$ cat src/rtl/core/i2p_pkg.sv
// Shared types and constants for the infix-to-postfix converter.
// Used by i2p_cell, infix_to_postfix_converter_core and the sim files; no dependencies.
package i2p_pkg;

  localparam int DEF_STACK_DEPTH = 32;

  typedef enum logic [2:0] {
    ACT_OPERAND  = 3'd0,
    ACT_OPEN     = 3'd1,
    ACT_CLOSE    = 3'd2,
    ACT_PUSHONLY = 3'd3,
    ACT_BINARY   = 3'd4,
    ACT_END      = 3'd5
  } i2p_action_t;

  typedef enum logic [2:0] {
    OK_OPERAND  = 3'd0,
    OK_PUSHONLY = 3'd1,
    OK_BINARY   = 3'd2,
    OK_PAREN    = 3'd3,
    OK_ERROR    = 3'd4
  } i2p_out_kind_t;

  typedef enum logic [1:0] {
    EK_PAREN    = 2'd0,
    EK_PUSHONLY = 2'd1,
    EK_BINARY   = 2'd2
  } i2p_ent_kind_t;

  typedef enum logic [1:0] {
    ERR_NONE       = 2'd0,
    ERR_NO_OPEN    = 2'd1,
    ERR_STACK_FULL = 2'd2
  } i2p_err_t;

  typedef enum logic [1:0] {
    S_IDLE,
    S_CLOSE,
    S_BIN,
    S_END
  } i2p_state_t;

  typedef struct packed {
    logic [1:0] kind;
    logic [4:0] code;
    logic [3:0] prec;
  } i2p_entry_t;

  typedef struct packed {
    logic push;
    logic pop;
  } i2p_ctl_t;

  function automatic logic [2:0] ent_to_out_kind(input logic [1:0] k);
    logic [2:0] r;
    case (k)
      EK_PAREN:    r = OK_PAREN;
      EK_PUSHONLY: r = OK_PUSHONLY;
      default:     r = OK_BINARY;
    endcase
    return r;
  endfunction

endpackage

$ cat src/rtl/core/i2p_cell.sv
// One stack cell of the operator stack chain: holds one entry.
// Shifts toward the bottom on push and toward the top on pop. Uses i2p_pkg.
module i2p_cell
  import i2p_pkg::*;
(
  input  logic       clk,
  input  i2p_ctl_t   ctl,
  input  i2p_entry_t above_i,
  input  i2p_entry_t below_i,
  output i2p_entry_t ent_o
);

  i2p_entry_t ent_r;

  always_ff @(posedge clk) begin
    if (ctl.push) begin
      ent_r <= above_i;
    end else if (ctl.pop) begin
      ent_r <= below_i;
    end
  end

  assign ent_o = ent_r;

endmodule

$ cat src/rtl/core/infix_to_postfix_converter_core.sv
// Top level of the shunting-yard infix-to-postfix converter.
// Depends on i2p_pkg and i2p_cell (chain of stack cells).
//
// Usage:
//   Input channel in_*: one infix token per item. in_tuser carries the
//   action, in_tdata the token code, precedence and operand payload.
//   Output channel out_*: postfix items. out_tuser carries kind and error
//   code, out_tlast marks the final item caused by one input item.
//   Operand, open paren and push-only tokens are handled as they are accepted.
//   Close paren, binary operator and end tokens are accepted first, then pop
//   stack entries one at a time; a close paren then drops its open paren and
//   a binary operator then pushes itself.
//   Each pop moves the whole cell chain up one place, so the pop loop sets the
//   rate: one entry per cycle while the output register is free. Results are
//   registered in a single output register.
//   A stalled receiver holds the output register; the pop loop waits and
//   in_tready stays low until the register frees.
//   Reset (rst_n low, synchronous) empties the stack and drops any pending
//   output item; stack cell contents are not cleared.
module infix_to_postfix_converter_core
  import i2p_pkg::*;
#(
  parameter int STACK_DEPTH = DEF_STACK_DEPTH
) (
  input  logic        clk,
  input  logic        rst_n,
  input  logic        in_tvalid,
  output logic        in_tready,
  input  logic [79:0] in_tdata,   // token_code[4:0], precedence[8:5], payload[72:9], zeros
  input  logic [2:0]  in_tuser,   // action[2:0]
  output logic        out_tvalid,
  input  logic        out_tready,
  output logic [79:0] out_tdata,  // out_code[4:0], out_precedence[8:5], out_payload[72:9], zeros
  output logic [4:0]  out_tuser,  // out_kind[2:0], error_code[4:3]
  output logic        out_tlast
);

  localparam int CNT_W = $clog2(STACK_DEPTH + 1);
  localparam logic [CNT_W-1:0] FULL_CNT = CNT_W'(STACK_DEPTH);
  localparam logic [CNT_W-1:0] ONE_CNT  = CNT_W'(1);

  i2p_state_t state_r, state_nxt;
  logic [CNT_W-1:0] count_r, count_nxt;
  logic [CNT_W-1:0] pcnt_r, pcnt_nxt;
  logic [3:0] bprec_r, bprec_nxt;
  logic [4:0] bcode_r, bcode_nxt;

  logic        out_valid_r;
  logic [2:0]  out_kind_r;
  logic [4:0]  out_code_r;
  logic [3:0]  out_prec_r;
  logic [63:0] out_payload_r;
  logic [1:0]  out_err_r;
  logic        out_last_r;

  logic        emit;
  logic [2:0]  e_kind;
  logic [4:0]  e_code;
  logic [3:0]  e_prec;
  logic [63:0] e_payload;
  logic [1:0]  e_err;
  logic        e_last;

  i2p_ctl_t   ctl;
  i2p_entry_t new_ent;
  i2p_entry_t ent [STACK_DEPTH];
  i2p_entry_t top_e, nxt_e;

  logic        in_fire, slot_free, full;
  logic [2:0]  in_action;
  logic [4:0]  in_code;
  logic [3:0]  in_prec;
  logic [63:0] in_payload;

  assign in_action  = in_tuser;
  assign in_code    = in_tdata[4:0];
  assign in_prec    = in_tdata[8:5];
  assign in_payload = in_tdata[72:9];

  assign slot_free = !out_valid_r || out_tready;
  assign in_tready = (state_r == S_IDLE) && slot_free;
  assign in_fire   = in_tvalid && in_tready;
  assign full      = (count_r == FULL_CNT);
  assign top_e     = ent[0];
  assign nxt_e     = ent[1];

  for (genvar g = 0; g < STACK_DEPTH; g++) begin : g_cell
    i2p_entry_t above_w, below_w;
    if (g == 0) begin : g_top
      assign above_w = new_ent;
    end else begin : g_mid
      assign above_w = ent[g-1];
    end
    if (g == STACK_DEPTH - 1) begin : g_bot
      assign below_w = '0;
    end else begin : g_up
      assign below_w = ent[g+1];
    end
    i2p_cell u_cell (
      .clk     (clk),
      .ctl     (ctl),
      .above_i (above_w),
      .below_i (below_w),
      .ent_o   (ent[g])
    );
  end

  always_comb begin
    state_nxt = state_r;
    count_nxt = count_r;
    pcnt_nxt  = pcnt_r;
    bprec_nxt = bprec_r;
    bcode_nxt = bcode_r;
    ctl       = '0;
    new_ent   = '0;
    emit      = 1'b0;
    e_kind    = OK_ERROR;
    e_code    = '0;
    e_prec    = '0;
    e_payload = '0;
    e_err     = ERR_NONE;
    e_last    = 1'b0;
    case (state_r)
      S_IDLE: begin
        if (in_fire) begin
          case (in_action)
            ACT_OPERAND: begin
              emit      = 1'b1;
              e_kind    = OK_OPERAND;
              e_code    = in_code;
              e_payload = in_payload;
              e_last    = 1'b1;
            end
            ACT_OPEN, ACT_PUSHONLY: begin
              if (full) begin
                emit   = 1'b1;
                e_err  = ERR_STACK_FULL;
                e_last = 1'b1;
              end else begin
                ctl.push     = 1'b1;
                new_ent.kind = (in_action == ACT_OPEN) ? EK_PAREN : EK_PUSHONLY;
                new_ent.code = in_code;
                new_ent.prec = in_prec;
                count_nxt    = count_r + ONE_CNT;
                if (in_action == ACT_OPEN) begin
                  pcnt_nxt = pcnt_r + ONE_CNT;
                end
              end
            end
            ACT_CLOSE: begin
              if (pcnt_r == '0) begin
                emit   = 1'b1;
                e_err  = ERR_NO_OPEN;
                e_last = 1'b1;
              end else begin
                state_nxt = S_CLOSE;
              end
            end
            ACT_BINARY: begin
              bprec_nxt = in_prec;
              bcode_nxt = in_code;
              state_nxt = S_BIN;
            end
            ACT_END: begin
              if (count_r != '0) begin
                state_nxt = S_END;
              end
            end
            default: ;
          endcase
        end
      end
      S_CLOSE: begin
        if (top_e.kind == EK_PAREN) begin
          ctl.pop   = 1'b1;
          count_nxt = count_r - ONE_CNT;
          pcnt_nxt  = pcnt_r - ONE_CNT;
          state_nxt = S_IDLE;
        end else if (slot_free) begin
          emit      = 1'b1;
          e_kind    = ent_to_out_kind(top_e.kind);
          e_code    = top_e.code;
          e_prec    = top_e.prec;
          e_last    = (nxt_e.kind == EK_PAREN);
          ctl.pop   = 1'b1;
          count_nxt = count_r - ONE_CNT;
        end
      end
      S_BIN: begin
        if ((count_r != '0) && (top_e.prec >= bprec_r)) begin
          if (slot_free) begin
            emit      = 1'b1;
            e_kind    = ent_to_out_kind(top_e.kind);
            e_code    = top_e.code;
            e_prec    = top_e.prec;
            e_last    = (count_r == ONE_CNT) || (nxt_e.prec < bprec_r);
            ctl.pop   = 1'b1;
            count_nxt = count_r - ONE_CNT;
            if (top_e.kind == EK_PAREN) begin
              pcnt_nxt = pcnt_r - ONE_CNT;
            end
          end
        end else if (full) begin
          if (slot_free) begin
            emit      = 1'b1;
            e_err     = ERR_STACK_FULL;
            e_last    = 1'b1;
            state_nxt = S_IDLE;
          end
        end else begin
          ctl.push     = 1'b1;
          new_ent.kind = EK_BINARY;
          new_ent.code = bcode_r;
          new_ent.prec = bprec_r;
          count_nxt    = count_r + ONE_CNT;
          state_nxt    = S_IDLE;
        end
      end
      S_END: begin
        if (slot_free) begin
          emit      = 1'b1;
          e_kind    = ent_to_out_kind(top_e.kind);
          e_code    = top_e.code;
          e_prec    = top_e.prec;
          e_last    = (count_r == ONE_CNT);
          ctl.pop   = 1'b1;
          count_nxt = count_r - ONE_CNT;
          if (top_e.kind == EK_PAREN) begin
            pcnt_nxt = pcnt_r - ONE_CNT;
          end
          if (count_r == ONE_CNT) begin
            state_nxt = S_IDLE;
          end
        end
      end
      default: state_nxt = S_IDLE;
    endcase
  end

  always_ff @(posedge clk) begin
    if (!rst_n) begin
      state_r     <= S_IDLE;
      count_r     <= '0;
      pcnt_r      <= '0;
      out_valid_r <= 1'b0;
    end else begin
      state_r <= state_nxt;
      count_r <= count_nxt;
      pcnt_r  <= pcnt_nxt;
      if (emit) begin
        out_valid_r <= 1'b1;
      end else if (out_tready) begin
        out_valid_r <= 1'b0;
      end
    end
  end

  always_ff @(posedge clk) begin
    bprec_r <= bprec_nxt;
    bcode_r <= bcode_nxt;
    if (emit) begin
      out_kind_r    <= e_kind;
      out_code_r    <= e_code;
      out_prec_r    <= e_prec;
      out_payload_r <= e_payload;
      out_err_r     <= e_err;
      out_last_r    <= e_last;
    end
  end

  assign out_tvalid = out_valid_r;
  assign out_tdata  = {7'd0, out_payload_r, out_prec_r, out_code_r};
  assign out_tuser  = {out_err_r, out_kind_r};
  assign out_tlast  = out_last_r;

endmodule

$ cat config.mk
export PLATFORM = sky130hd
export DESIGN_NAME = infix_to_postfix_converter_core
export DESIGN_NICKNAME = d
export VERILOG_FILES = /design/src/rtl/core/i2p_pkg.sv /design/src/rtl/core/i2p_cell.sv /design/src/rtl/core/infix_to_postfix_converter_core.sv
export SDC_FILE = /design/constraint.sdc
export NUM_CORES = 1
export LEC_CHECK = 0
export BUFFER_PORTS_ARGS = -buffer_cell sky130_fd_sc_hd__buf_4
export CORE_ASPECT_RATIO = 0.5
export CORE_MARGIN = 10
export CORE_UTILIZATION = 56
export DETAILED_ROUTE_END_ITERATION = 12
export PLACE_DENSITY = 0.73
export SYNTH_ARGS = -nofsm -noshare
export SYNTH_HDL_FRONTEND = slang
export SYNTH_HIERARCHICAL = 1
export SYNTH_SLANG_ARGS = --single-unit
$ cat constraint.sdc
create_clock -name clk -period 9.4 [get_ports clk]
set_clock_uncertainty 0.15 [all_clocks]
set_input_delay 1.88 -clock clk [delete_from_list [all_inputs] [get_ports clk]]
set_output_delay 1.88 -clock clk [all_outputs]
set_load 0.1 [all_outputs]
# Yosys cells after proc, flatten, opt, wreduce, memory -nomap -nowiden
# Index checks and enable logic that the tools add are counted.
[classes]
n_addsub = 4
order_cmp = 2
eq_ne = 24
mux = 149
reduce_logical = 20
[ops]
columns = ["cell", "count"]
rows = [
  ["11-bit two-way mux", 66],
  ["6-bit two-way mux", 13],
  ["6-bit case mux with 4 select lines", 2],
  ["10-bit two-way mux", 3],
  ["2-bit two-way mux", 15],
  ["5-bit two-way mux", 5],
  ["1-bit two-way mux", 22],
  ["11-bit case mux with 2 select lines", 1],
  ["5-bit case mux with 4 select lines", 1],
  ["3-bit two-way mux", 6],
  ["2-bit inequality test (second input constant)", 7],
  ["6-bit by 1-bit adder with 6-bit output (second input constant)", 2],
  ["4-bit two-way mux", 3],
  ["2-bit case mux with 2 select lines", 3],
  ["3-bit case mux with 4 select lines", 1],
  ["4-bit case mux with 3 select lines", 1],
  ["6-bit by 1-bit subtractor with 6-bit output (second input constant)", 2],
  ["3-bit inequality test (second input constant)", 3],
  ["9-bit AND reduction", 1],
  ["1-bit case mux with 4 select lines", 2],
  ["2-bit case mux with 4 select lines", 1],
  ["3-bit by 2-bit equality test with 1-bit output (second input constant)", 2],
  ["3-bit equality test (second input constant)", 2],
  ["6-bit by 1-bit equality test with 1-bit output (second input constant)", 1],
  ["other kinds (23)", 34],
]
[totals]
regBits = 455
in_bits = 87
output_inout_bits = 88

# Longest topological paths before layout
[logic_depth]
depth_word = 7
ltp_mapped = 10
ltp_nobuf = 9

# Cells and area by module
# Netlist, hierarchy kept.
[by_module_without_submodules]
columns = ["mod", "instances", "cells_per_inst", "area_each_um2", "seq_area_each_um2"]
rows = [
  ["i2p_cell", 32, 24, 505.5, 330.3],
  ["infix_to_postfix_converter_core", 1, 403, 4941.0, 2942.8],
]

# Worst setup path after synthesis
# No wires, ideal clock.
[synth_timing]
path_kind = "input port to flip-flop"
start = "input out_tready"
end = "register out_code_r[0], enable pin"
setup_ns = 0.436
t_arrival_ns = 6.029
setup_slack_ns = 2.786
stages = 6
path_buffers = 1
path_cell_list = "nor2b_1 -> clkbuf_1 -> nor2_1 -> nand2_1 -> a2111oi_0 -> a21o_1"
[synth_via]
elab_chain_len = 5
word_cells_on_any_way = 9
classes_between = "mux (6); reduce/logical (3)"
[synth_lines]
columns = ["item", "line_no", "rtl"]
rows = [
  ["start, declared", "infix_to_postfix_converter_core.sv:32", "input logic out_tready,"],
  ["1-bit logical OR", "infix_to_postfix_converter_core.sv:80", "assign slot_free = !out_valid_r || out_tready;"],
  ["1-bit logical AND", "infix_to_postfix_converter_core.sv:81", "assign in_tready = (state_r == S_IDLE) && slot_free;"],
  ["named net in_tready", "infix_to_postfix_converter_core.sv:28", "output logic in_tready,"],
  ["1-bit logical AND", "infix_to_postfix_converter_core.sv:82", "assign in_fire = in_tvalid && in_tready;"],
  ["1-bit two-way mux", "infix_to_postfix_converter_core.sv:125", "if (in_fire) begin"],
  ["1-bit case mux with 4 select lines", "infix_to_postfix_converter_core.sv:123", "case (state_r)"],
  ["named net emit", "infix_to_postfix_converter_core.sv:56", "logic emit;"],
  ["end signal, assigned", "infix_to_postfix_converter_core.sv:263", "out_code_r <= e_code;"],
  ["end, declared", "infix_to_postfix_converter_core.sv:50", "logic [4:0] out_code_r;"],
]
# The timed path passes the listed nets, and every way through them passes these cells.
# A chain may end at the register's enable or synchronous reset.

==> reports/summary.txt <==
outcome: finished clean
I/O Buffers: 160
cts hold-fix bufs: 0
synth unique cells: 62
Core Box Area: 37300 um2
CTS tree: built
deepest clock path buffer count: 3
CP Capture Point: g_cell[30].u_cell/ent_o[1]
Synth Warn #: 6
largest net degree at the start of global routing: 131
placed wire-length estimate: 26.3 mm
Num CTS Buffers: 41
Total GRT Usage: 16.0%
Crit Reg-Reg Endpoint: g_cell[30].u_cell/ent_o[1]
post-synthesis cell area: 21100 um2
Period minus WS final: 5.32 ns
worst reg2reg setup slack: 4.68 ns
drt wl/cell: 20.2 um
share of the synthesized area in the top cell type: 62.6%
area delta synth->final: 12.9%
startpoint of the worst register-to-register path: state_r[0]
maximum fanout along the worst path: 55
post-synthesis sequential area ratio: 64.0%
Final Util: 63.9%
unrepaired setup endpoints after global routing: no
crit path max-delay cell type: buf_4
crit path DAT: 5.45 ns
largest area contributor in the netlist: edfxtp_1
die area: 46300 um2
TNS Setup: 0 ns
antenna violations before repair: 1
crit path capture type: flip-flop
Vias: 10200
Worst IR Drop VDD: 0.139 mV
max-slew violation count: 0
Die W: 295 um
Startpoint Class: input port
IO Count: 175
die height: 157 um
delay of the slowest cell on the worst path: 0.72 ns
fmax: 188 MHz
clk sink count: 455
Mapped Cells: 1171
layout cells sized above 1: 42.9%
final setup fails: 0
Overall Power: 5.32 mW
gp weighted congestion: 0.826
syn_area_per_cell: 18.0 um2
DRC Markers: 0
Worst Setup Path Type: input port to flip-flop
WP buf/inv: 3
Post-CTS Setup Bufs: 0
Initial Utilization: 56.6%
Worst-Margin Slew: 0.958 ns
dominant cell by count in the synthesized netlist: edfxtp_1
H-Tree Depth: 2
first-pass GRT wire length: 60.0 mm
top cell family by delay on the critical path: buffers and inverters
Slew Limit Headroom: 36.1%
initial detailed-routing violation count: 838
instance count on the critical path: 8
Post-Route WL: 37.7 mm
final hold violation count: 0
worst reg-to-reg path cell count: 8
Async SR Flop Fraction: 0%
P_leak: 8.95 nW
critical path launch point: in_tuser[2]
GR Overflow Total: 0
DRT antenna net count: 0
Clock Latency Late Sink: 0.54 ns
Final nets: 1441
number of max-cap violations: 0
Clock Root Buffer: clkbuf_16
main flop type after synthesis: edfxtp_1
flops & latches, synth: 455
vias in the first global route: 10400
Most Frequent Cell on Critical Path: buf_4
PD cells: 223 nW/um2
Core Rows: 50
Post-synth EDFFs: 440
min-delay worst type: flip-flop to flip-flop
critical-path cell list: buf_4, nand3b_1, nor3_1, and2_1, or2_4, buf_4, buf_4, mux2_4
fin crit share: 56.6%
most frequent cells after synthesis: edfxtp_1 (440), mux2_4 (288), and2_1 (71)
Post-CTS Resized: 0
Area contributors post-synth: edfxtp_1 (63%), mux2_4 (20%), mux2_2 (3.4%), and2_1 (2.1%), buf_6 (1.9%)
post-DR vias/cell: 5.45
drt first pass iters: 5
clk slew on worst S/H paths: 0.06 ns
Worst Path Required: 9.53 ns
## where the power goes
part / switching (mW) / leakage, nW / total (mW) / internal, mW
sequential: 0.135 / 4.20 / 2.71 / 2.58
clock: 0.714 / 0.623 / 1.61 / 0.898
combinational: 0.523 / 4.13 / 0.995 / 0.472
## how the worst min path moves through the flow
stage | startpoint | end | cells past startpoint
2_1_floorplan | pcnt_r[5] | pcnt_r[5] | 2
3_3_place_gp | pcnt_r[5] | pcnt_r[5] | 2
3_5_place_dp | pcnt_r[5] | pcnt_r[5] | 2
4_1_cts | pcnt_r[5] | pcnt_r[5] | 2
5_1_grt | pcnt_r[5] | pcnt_r[5] | 2
6_report | pcnt_r[5] | pcnt_r[5] | 2
## final cells by class
class | count | area (um2)
Multi-Input combinational cell | 659 | 7110
Antenna cell | 1 | 2.50
Fill cell | 2666 | 13400
Tap cell | 494 | 618
Sequential cell | 455 | 13500
Clock buffer | 56 | 1120
Clock inverter | 18 | 146
Timing Repair Buffer | 169 | 1280
Inverter | 13 | 48.8
## through the flow
stage               setup slack, ns  instance area (um2)  hold WS, ns  std cells
finish                         4.08                23800        0.344       1865
global route                   3.92                23800        0.391       1865
CTS                            4.16                23800        0.344       1864
detailed placement             3.60                22600        0.335       1790
global placement               3.68                22600        0.318       1790
floorplan                      2.79                21200        0.307       1188
## routing by layer
| layer | wire length (um) | share of wire [%] | up-vias | track usage (%) |
|---|---|---|---|---|
| met5 | 0 | 0 | - | 0 |
| met4 | 489 | 1.3 | 0 | 3.43 |
| met3 | 2500 | 6.6 | 44 | 3.80 |
| met2 | 16900 | 45 | 270 | 24.8 |
| met1 | 17800 | 47 | 5029 | 22.5 |
| li1 | - | - | 4818 | - |
## cells in the final DEF (no fill, tap or decap), types with 3 or more instances in the layout
cell type,n
edfxtp_1,440
mux2_4,288
buf_4,168
and2_1,71
mux2_2,64
clkbuf_16,43
or2_1,32
nand2_1,19
conb_1,18
dfxtp_1,15
nor2_1,14
a22o_1,14
ha_1,14
inv_1,13
o21ai_0,13
clkbuf_1,13
a21oi_1,12
nand3_1,10
nor3_1,8
nor2b_1,7
clkinv_1,7
clkinv_2,7
mux2i_1,6
and3_1,5
o21a_1,4
xnor2_1,4
nand2b_1,3
a31oi_1,3
xor2_1,3
## tightest hold or removal path: cells and delay by family, from the launching register on
kind	cells	cell delay, ns
flip-flops	1	0.32
AO/OA/AOI/OAI	2	0.13
## sequential cells by signal, summed over array words and instances (netlist names)
| signal | cells |
|---|---|
| out_kind_r | 3 |
| g_cell.u_cell/ent_o | 352 |
| bprec_r | 4 |
| out_tlast | 1 |
| pcnt_r | 6 |
| out_code_r | 5 |
| out_payload_r | 64 |
| state_r | 2 |
| out_err_r | 2 |
| out_prec_r | 4 |
| bcode_r | 5 |
| out_tvalid | 1 |
| count_r | 6 |
## cells by family (layout without fill, tap and decap cells)
family	Yosys count	count (layout)	share of synthesized area [%]
XOR/XNOR	7	7	0.290
adder cells (fa/ha/maj)	15	15	0.924
buffers and inverters	74	256	2.73
multiplexers	358	358	24.2
AO/OA/AOI/OAI	77	77	2.80
other	1	19	0.0178
flip-flops	455	455	64.0
AND/OR/NAND/NOR	184	184	5.07
Power figures use the tool's default switching activity.
